--- src/sv/pkec_pkg.sv ---
`timescale 1ns / 1ps
// Package: key word widths, direction pair masks and the pair cancellation function.
package pkec_pkg;

  localparam int unsigned KEY_W  = 16;
  localparam int unsigned SLOT_W = 4;

  localparam logic [KEY_W-1:0] PAIR_LR    = 16'h0030;
  localparam logic [KEY_W-1:0] PAIR_UD    = 16'h00c0;
  localparam logic [KEY_W-1:0] COMBO_KEYS = 16'h030c;

  typedef logic [KEY_W-1:0] keys_t;

  // Clear a direction pair when both of its keys are held; pairs are independent.
  function automatic keys_t cancel_pairs(input keys_t raw);
    keys_t k;
    k = raw;
    if ((k & PAIR_LR) == PAIR_LR) begin
      k = k & ~PAIR_LR;
    end
    if ((k & PAIR_UD) == PAIR_UD) begin
      k = k & ~PAIR_UD;
    end
    return k;
  endfunction

endpackage

--- src/sv/pad_keys_edge_conditioner_core.sv ---
`timescale 1ns / 1ps
// Pad key conditioner: opposing-pair cancellation, per-slot press/release edges, frame combo flag.
// Takes one item per clock when the output side keeps up. An accepted item issues its read
// of the per-slot previous-key memory at once, is evaluated in the next cycle as the read
// data returns, and moves from the evaluate stage into the output register once the output
// side can take it; its result is offered there until taken. Each item makes a single
// read-modify-write of its slot's word; a read that overlaps the write-back of the item
// just ahead on the same slot takes the forwarded word. Up to two items are in flight.
// Reset clears the store through one valid bit per slot, so the block is ready in the
// cycle after reset with no clearing pass.
module pad_keys_edge_conditioner_core #(
  parameter int unsigned PLAYER_SLOTS = 16
) (
  input  logic                         clk,
  input  logic                         rst,
  input  logic                         in_valid,
  output logic                         in_ready,
  input  logic                         frame_start,
  input  logic [pkec_pkg::SLOT_W-1:0]  slot,
  input  logic [pkec_pkg::KEY_W-1:0]   raw_keys,
  output logic                         out_valid,
  input  logic                         out_ready,
  output logic [pkec_pkg::SLOT_W-1:0]  slot_out,
  output logic [pkec_pkg::KEY_W-1:0]   current_keys,
  output logic [pkec_pkg::KEY_W-1:0]   pressed_keys,
  output logic [pkec_pkg::KEY_W-1:0]   released_keys,
  output logic                         combo_flag
);

  localparam int unsigned AW = (PLAYER_SLOTS > 1) ? $clog2(PLAYER_SLOTS) : 1;

  pkec_pkg::keys_t mem [PLAYER_SLOTS];
  logic [PLAYER_SLOTS-1:0] vld;

  // evaluate stage
  logic                        s1_valid;
  logic                        s1_start;
  logic [pkec_pkg::SLOT_W-1:0] s1_slot;
  logic [AW-1:0]               s1_idx;
  logic                        s1_in_range;
  pkec_pkg::keys_t             s1_keys;
  logic                        s1_vld;
  logic                        s1_fwd;
  pkec_pkg::keys_t             s1_fwd_data;
  pkec_pkg::keys_t             rdata;

  logic                        combo;
  logic                        combo_next;

  logic                        in_acc;
  logic                        s1_adv;
  logic [AW-1:0]               in_idx;
  logic                        in_in_range;
  pkec_pkg::keys_t             old_keys;
  pkec_pkg::keys_t             changed;

  assign in_idx      = AW'(slot);
  assign in_in_range = (32'(slot) < PLAYER_SLOTS);
  assign s1_adv      = s1_valid && (!out_valid || out_ready);
  assign in_ready    = !s1_valid || s1_adv;
  assign in_acc      = in_valid && in_ready;

  always_comb begin
    if (!s1_in_range) begin
      old_keys = '0;
    end else if (s1_fwd) begin
      old_keys = s1_fwd_data;
    end else if (s1_vld) begin
      old_keys = rdata;
    end else begin
      old_keys = '0;
    end
    changed    = s1_keys ^ old_keys;
    combo_next = (s1_start ? 1'b0 : combo) || (s1_keys == pkec_pkg::COMBO_KEYS);
  end

  // memory read at acceptance, write-back as the item leaves the evaluate stage
  always_ff @(posedge clk) begin
    if (in_acc) begin
      rdata <= mem[in_idx];
    end
    if (s1_adv && s1_in_range) begin
      mem[s1_idx] <= s1_keys;
    end
  end

  always_ff @(posedge clk) begin
    if (rst) begin
      vld <= '0;
    end else if (s1_adv && s1_in_range) begin
      vld[s1_idx] <= 1'b1;
    end
  end

  always_ff @(posedge clk) begin
    if (rst) begin
      s1_valid <= 1'b0;
    end else if (in_acc) begin
      s1_valid <= 1'b1;
    end else if (s1_adv) begin
      s1_valid <= 1'b0;
    end
  end

  always_ff @(posedge clk) begin
    if (in_acc) begin
      s1_start    <= frame_start;
      s1_slot     <= slot;
      s1_idx      <= in_idx;
      s1_in_range <= in_in_range;
      s1_keys     <= pkec_pkg::cancel_pairs(raw_keys);
      s1_vld      <= vld[in_idx];
      // the item ahead writes this slot on the same edge as the read
      s1_fwd      <= s1_adv && s1_in_range && (s1_idx == in_idx);
      s1_fwd_data <= s1_keys;
    end
  end

  always_ff @(posedge clk) begin
    if (rst) begin
      combo     <= 1'b0;
      out_valid <= 1'b0;
    end else begin
      if (s1_adv) begin
        combo     <= combo_next;
        out_valid <= 1'b1;
      end else if (out_ready) begin
        out_valid <= 1'b0;
      end
    end
  end

  always_ff @(posedge clk) begin
    if (s1_adv) begin
      slot_out      <= s1_slot;
      current_keys  <= s1_keys;
      pressed_keys  <= s1_keys & changed;
      released_keys <= old_keys & changed;
      combo_flag    <= combo_next;
    end
  end

  a_fwd_in_range: assert property (@(posedge clk) disable iff (rst)
    s1_valid && s1_fwd |-> s1_in_range)
    else $error("forwarded word on an out-of-range slot");

  a_edges_disjoint: assert property (@(posedge clk) disable iff (rst)
    out_valid |-> ((pressed_keys & released_keys) == '0))
    else $error("key both pressed and released");

  a_pressed_held: assert property (@(posedge clk) disable iff (rst)
    out_valid |-> ((pressed_keys & ~current_keys) == '0))
    else $error("pressed key not in current keys");

  a_combo_set: assert property (@(posedge clk) disable iff (rst)
    out_valid && (current_keys == pkec_pkg::COMBO_KEYS) |-> combo_flag)
    else $error("combo word without combo flag");

  a_idle_after_reset: assert property (@(posedge clk)
    rst |=> !out_valid && !s1_valid)
    else $error("item in flight after reset");

endmodule
--- config.mk ---
export PLATFORM = sky130hd
export DESIGN_NAME = pad_keys_edge_conditioner_core
export DESIGN_NICKNAME = d
export VERILOG_FILES = /design/src/sv/pkec_pkg.sv /design/src/sv/pad_keys_edge_conditioner_core.sv
export SDC_FILE = /design/constraint.sdc
export NUM_CORES = 1
export LEC_CHECK = 0
export BUFFER_PORTS_ARGS = -buffer_cell sky130_fd_sc_hd__buf_2
export CAP_MARGIN = 20
export CORE_ASPECT_RATIO = 0.7
export CORE_MARGIN = 2
export CORE_UTILIZATION = 35
export DETAILED_ROUTE_END_ITERATION = 10
export GPL_TIMING_DRIVEN = 0
export HOLD_SLACK_MARGIN = 0.06
export PLACE_DENSITY = 0.58
export SLEW_MARGIN = 10
export SYNTH_ARGS = -nofsm -noshare
export SYNTH_HDL_FRONTEND = slang
export SYNTH_SLANG_ARGS = --single-unit
--- constraint.sdc ---
create_clock -name clk -period 4.4 [get_ports clk]
set_input_delay 0 -clock clk [delete_from_list [all_inputs] [get_ports clk]]
set_output_delay 0 -clock clk [all_outputs]
set_load 0.05 [all_outputs]
### After elaboration in Yosys (flattened, before gate mapping)

Memories as Yosys holds them, arrays and structs flattened. A register that Yosys moved wholly into a read port is not among the register bits.
Index checks and enable logic that the tools add are counted.

* order comparisons: 3
* equal/unequal tests: 4
* muxes and demuxes: 15
* bitwise logic cells: 4
* reduce and logical (&&, ||, !) cells: 11

Operators by type and width (number)
* 16-bit two-way mux: 3
* 16-bit bitwise AND: 2
* 16-bit by 10-bit equality test with 1-bit output (second input constant): 1
* 16-bit bitwise OR: 1
* 16-bit bitwise XOR: 1
* 4-bit by 5-bit less-than comparator with 1-bit output (second input constant): 2
* 1-bit two-way mux: 9
* 6-bit two-way mux: 1
* 1-bit binary-select mux with 4-bit select: 1
* 1-bit demux with 4-bit select: 1
* 2-bit equality test (second input constant): 2
* 4-bit equality test: 1
* 4-bit by 1-bit greater-or-equal comparator with 1-bit output (second input constant): 1
* 1-bit logical AND: 4
* 2-bit nonzero test: 2
* 1-bit logical OR: 3
* 1-bit logical NOT: 2

* register bits: 111
* RAM bits: 256
* bits of input ports: 25
* output and inout bits: 55
* memories: 1

Memory list
* mem: words 16, bits a word 16, read ports 1, clocked after memory_dff 1, wr ports 1, RTL line pad_keys_edge_conditioner_core.sv:32 `pkec_pkg::keys_t mem [PLAYER_SLOTS];`

### Depth between registers and ports, before layout

* word-level depth: 7
* depth in mapped cells: 6
* gate-level depth less buffers: 5

### Worst setup path before layout

Ideal clock, no wire load.

* path type: flip-flop to flip-flop
* start point: register out_valid
* end point: memory mem[8][0] (netlist name), enable pin
* setup time: 409 ps
* arrival: 3362 ps
* setup slack: 628 ps
* cell stages (with the launch flop): 6
* buffers on the path: 0
* cells stage by stage: dfxtp_1 -> nand2b_1 -> nand2_1 -> inv_1 -> nand3b_1 -> nor3_1

* longest elaborated chain between the ends: 5

RTL lines
* from (decl): RTL line pad_keys_edge_conditioner_core.sv:21 `output logic out_valid,`
* from (signal assigned): RTL line pad_keys_edge_conditioner_core.sv:122 `out_valid <= 1'b0;`
* from (signal assigned): RTL line pad_keys_edge_conditioner_core.sv:126 `out_valid <= 1'b1;`
* from (signal assigned): RTL line pad_keys_edge_conditioner_core.sv:128 `out_valid <= 1'b0;`
* 1-bit logical NOT: RTL line pad_keys_edge_conditioner_core.sv:59 `assign s1_adv = s1_valid && (!out_valid || out_ready);`
* 1-bit logical OR: RTL line pad_keys_edge_conditioner_core.sv:59
* 1-bit logical AND: RTL line pad_keys_edge_conditioner_core.sv:59
* net s1_adv: RTL line pad_keys_edge_conditioner_core.sv:51 `logic s1_adv;`
* 1-bit two-way mux: RTL line pad_keys_edge_conditioner_core.sv:82 `if (s1_adv && s1_in_range) begin`
* 1-bit two-way mux (not written as such): RTL line pad_keys_edge_conditioner_core.sv:83 `mem[s1_idx] <= s1_keys;`
* to (decl): RTL line pad_keys_edge_conditioner_core.sv:32

The timed path passes the listed nets, and every way through them passes these cells.

### Final worst setup path

* start point: register s1_valid
* end point: memory mem[7][6] (netlist name), enable pin

* longest elaborated chain between the ends: 3

RTL lines
* from (decl): RTL line pad_keys_edge_conditioner_core.sv:36 `logic s1_valid;`
* from (signal assigned): RTL line pad_keys_edge_conditioner_core.sv:97 `s1_valid <= 1'b0;`
* from (signal assigned): RTL line pad_keys_edge_conditioner_core.sv:99 `s1_valid <= 1'b1;`
* from (signal assigned): RTL line pad_keys_edge_conditioner_core.sv:101 `s1_valid <= 1'b0;`
* 1-bit logical AND: RTL line pad_keys_edge_conditioner_core.sv:59
* net s1_adv: RTL line pad_keys_edge_conditioner_core.sv:51
* 1-bit two-way mux: RTL line pad_keys_edge_conditioner_core.sv:82
* 1-bit two-way mux (not written as such): RTL line pad_keys_edge_conditioner_core.sv:83

The timed path passes the listed nets, and every way through them passes these cells.

==> run summary <==
clock network power share: 0.404
Int Pwr: 6.00 mW
CP startpoint: s1_valid
CTS Sinks: 383
cts repair resizes: 0
CP Cell Sequence: nand2_1, inv_2, buf_12, nand3b_1, nor2_2, buf_6
Data arrival, critical path: 2850 ps
Post-synth EDFFs: 364
Inst Count DP: 1303
Post-Layout Cell Count: 1400
Yosys reg bits: 383
layout cells sized above 1: 0.298
Finish-stage setup viols: 0
initial antenna violation count: 0
Most used DFF post-synth: edfxtp_1
Mapped Cells: 672
Starting Density: 0.356
Slew @ Worst Pin: 937 ps
Iter 0 DRT Violations: 618
Pwr per Cell Area: 452 mW/mm²
vias in the first global route: 7032
fin crit share: 0.594
total setup buffers inserted after CTS: 0
Vias/cell: 4.93
drt total wl: 30.6 mm
Worst-Skew Late Latency: 540 ps
Worst VDD drop: 235 µV
Critical R2R Launch: s1_valid
Max Fclk: 383 MHz
Max clock buf depth: 3
Die W: 245 µm
CP bufs+invs: 3
reg2reg end: mem[7][6]
combinational share of power: 0.054
outcome: finished clean
GRT Total Usage: 0.148
Die Y-Extent: 172 µm
core area: 0.0398 mm²
Max Slew Vio Count: 0
data required time at the worst endpoint: 4630 ps
CP Capture Type: register
CP max FO: 37
Clock Tree Root: clkbuf_16
Fill cells: 3511
Avg Inst Size Synth: 21.1 µm²
CP Class: reg -> reg
Cell Area, Synth: 0.0142 mm²
critical path launch point type: register
Worst path depth: 6
shortest period the worst path allows: 2610 ps
DP HPWL: 19.9 mm
number of buffers created by CTS: 39
critical path's slowest cell: nor2_2
via count: 6903
Worst-path clk slew: 60 ps
yosys warns: 0
first drt pass iteration count: 5
NumNets Final: 863
sequential share of the synthesized area: 0.797
ANT cells: 0
asr flop ratio synth: 0
WL/cell: 21.8 µm
crit-path leading delay family: buffers and inverters
Final Worst Setup Slack: 1790 ps
hold depth: 2
sw frac: 0.219
PortBufs: 78
total net switching power: 1.68 mW
Worst path max stage delay: 560 ps
CP Capture Point: mem[7][6]
pre-CTS setup slack: 1760 ps
Hold Path Class: in -> reg
post-route cell area: 0.0170 mm²
die area: 0.0422 mm²
Final ANT Viol Nets: 0
Overflow after GRT: 0
worst rel slew slack: 0.375
CTS Hold Buffers Added: 29
Layout Skew: 18.6 ps
syn_nets: 697
DRC: 0
leakage power: 5.60 nW
H-tree depth: 2
RSZ-0062 raised after global routing: false
r2r setup slk: 1790 ps
area growth from synthesis to layout: 19.8%
Top Ports: 80
dpl cell area: 0.0155 mm²
gp weighted congestion: 0.770
Hold Vio Cnt, Final: 0
CTS tree: yes
power share of the sequential group: 0.542
Max-cap violations: 0
Yosys cell types: 32
Rows: 61
largest net degree at the start of global routing: 38
first-pass GRT wire length: 45.4 mm
Hold Crit Start: raw_keys[14]
FF-to-FF path depth: 6
## layer usage
metal | track usage | wire (µm) | vias to the layer above
met4 | 0.0366 | 519 | 0
met3 | 0.0374 | 2130 | 45
met1 | 0.212 | 14400 | 3571
met2 | 0.226 | 13600 | 201
li1 | - | - | 3086
met5 | 0 | 0 | -
## flip-flops by register name, indices dropped and copies added (netlist names), 4 cells and up
register       cells
mem              256
current_keys      16
pressed_keys      16
rdata             16
released_keys     16
s1_fwd_data       16
s1_keys           16
vld               16
s1_idx             4
slot_out           4
## layout make-up
class | count | area, µm² | area share
flip-flops and latches | 383 | 11300 | 0.666
multi-input cells | 258 | 2740 | 0.161
clock buffers | 51 | 1060 | 0.0626
repair buffers | 125 | 923 | 0.0543
well taps | 535 | 669 | 0.0394
plain buffers | 30 | 174 | 0.0102
clock inverters | 17 | 108 | 0.00633
inverters | 1 | 3.75 | 0.000221
## through the flow
stage	power, mW	hold slack [ps]	TNS [ps]	utilization
finish	7.68	168	0	0.426
CTS	7.77	142	0	0.426
global route	7.95	155	0	0.426
detailed placement	4.65	179	0	0.390
global placement	4.63	179	-39500	0.383
floorplan	4.48	98.9	0	-
## layout by cell type, fill, tap and decap left out, types with 2 or more instances in the layout
| cell | instances |
|---|---|
| edfxtp_1 | 364 |
| buf_2 | 86 |
| mux4_2 | 68 |
| clkbuf_16 | 41 |
| a22oi_1 | 40 |
| nor2_1 | 36 |
| dlygate4sd3_1 | 29 |
| clkbuf_1 | 24 |
| nand2_1 | 21 |
| and2_1 | 20 |
| dfxtp_1 | 19 |
| nor2b_1 | 11 |
| a21oi_1 | 11 |
| a22oi_2 | 9 |
| nor2_2 | 9 |
| buf_8 | 8 |
| buf_6 | 7 |
| clkinv_2 | 7 |
| clkinv_1 | 7 |
| buf_4 | 5 |
| buf_12 | 4 |
| o21ba_2 | 4 |
| nand2b_1 | 3 |
| nor3_2 | 3 |
| a31oi_1 | 3 |
| nor4b_1 | 2 |
| buf_1 | 2 |
| nand3b_1 | 2 |
| xor2_1 | 2 |
| xnor2_1 | 2 |
| nor3_1 | 2 |
| and4b_1 | 2 |
## worst min-delay path by stage
stage | endpoint | slack (ps)
5_1_grt | s1_start | 150
6_report | s1_keys[14] | 170
3_3_place_gp | s1_keys[2] | 180
3_5_place_dp | s1_keys[10] | 180
2_1_floorplan | s1_idx[0] | 100
4_1_cts | s1_keys[14] | 140
## cell usage after synthesis, types with 3 or more instances
master / instances / area (µm²)
mux4_2: 68 / 1530
and2_1: 21 / 131
a22oi_2: 9 / 113
nor3_1: 5 / 25.0
a21oi_1: 11 / 55.1
buf_4: 3 / 22.5
nor2b_1: 12 / 75.1
nand2b_1: 3 / 18.8
buf_2: 8 / 40.0
a22oi_1: 40 / 300
nor2_1: 45 / 169
clkbuf_1: 14 / 52.6
nand2_1: 21 / 78.8
dfxtp_1: 19 / 380
edfxtp_1: 364 / 10900
a31oi_1: 3 / 18.8
o21ba_2: 4 / 40.0
## logic make-up (layout without fill, tap and decap cells)
logic type             count (synthesis)  count (layout)  share of synthesized area
flip-flops                           383             383                      0.797
XOR/XNOR                               4               4                    0.00247
AO/OA/AOI/OAI                         68              68                     0.0378
AND/OR/NAND/NOR                      118             118                     0.0418
buffers and inverters                 31             224                     0.0125
multiplexers                          68              68                      0.108
## power groups by stage
stage          Clock, mW  Combinational (mW)  Sequential, mW
3_3_place_gp           0               0.390            4.24
4_1_cts             3.18               0.424            4.17
6_report            3.10               0.416            4.17
2_1_floorplan          0               0.194            4.29
5_1_grt             3.32               0.450            4.18
3_5_place_dp           0               0.403            4.24
Power figures use the tool's default switching activity.
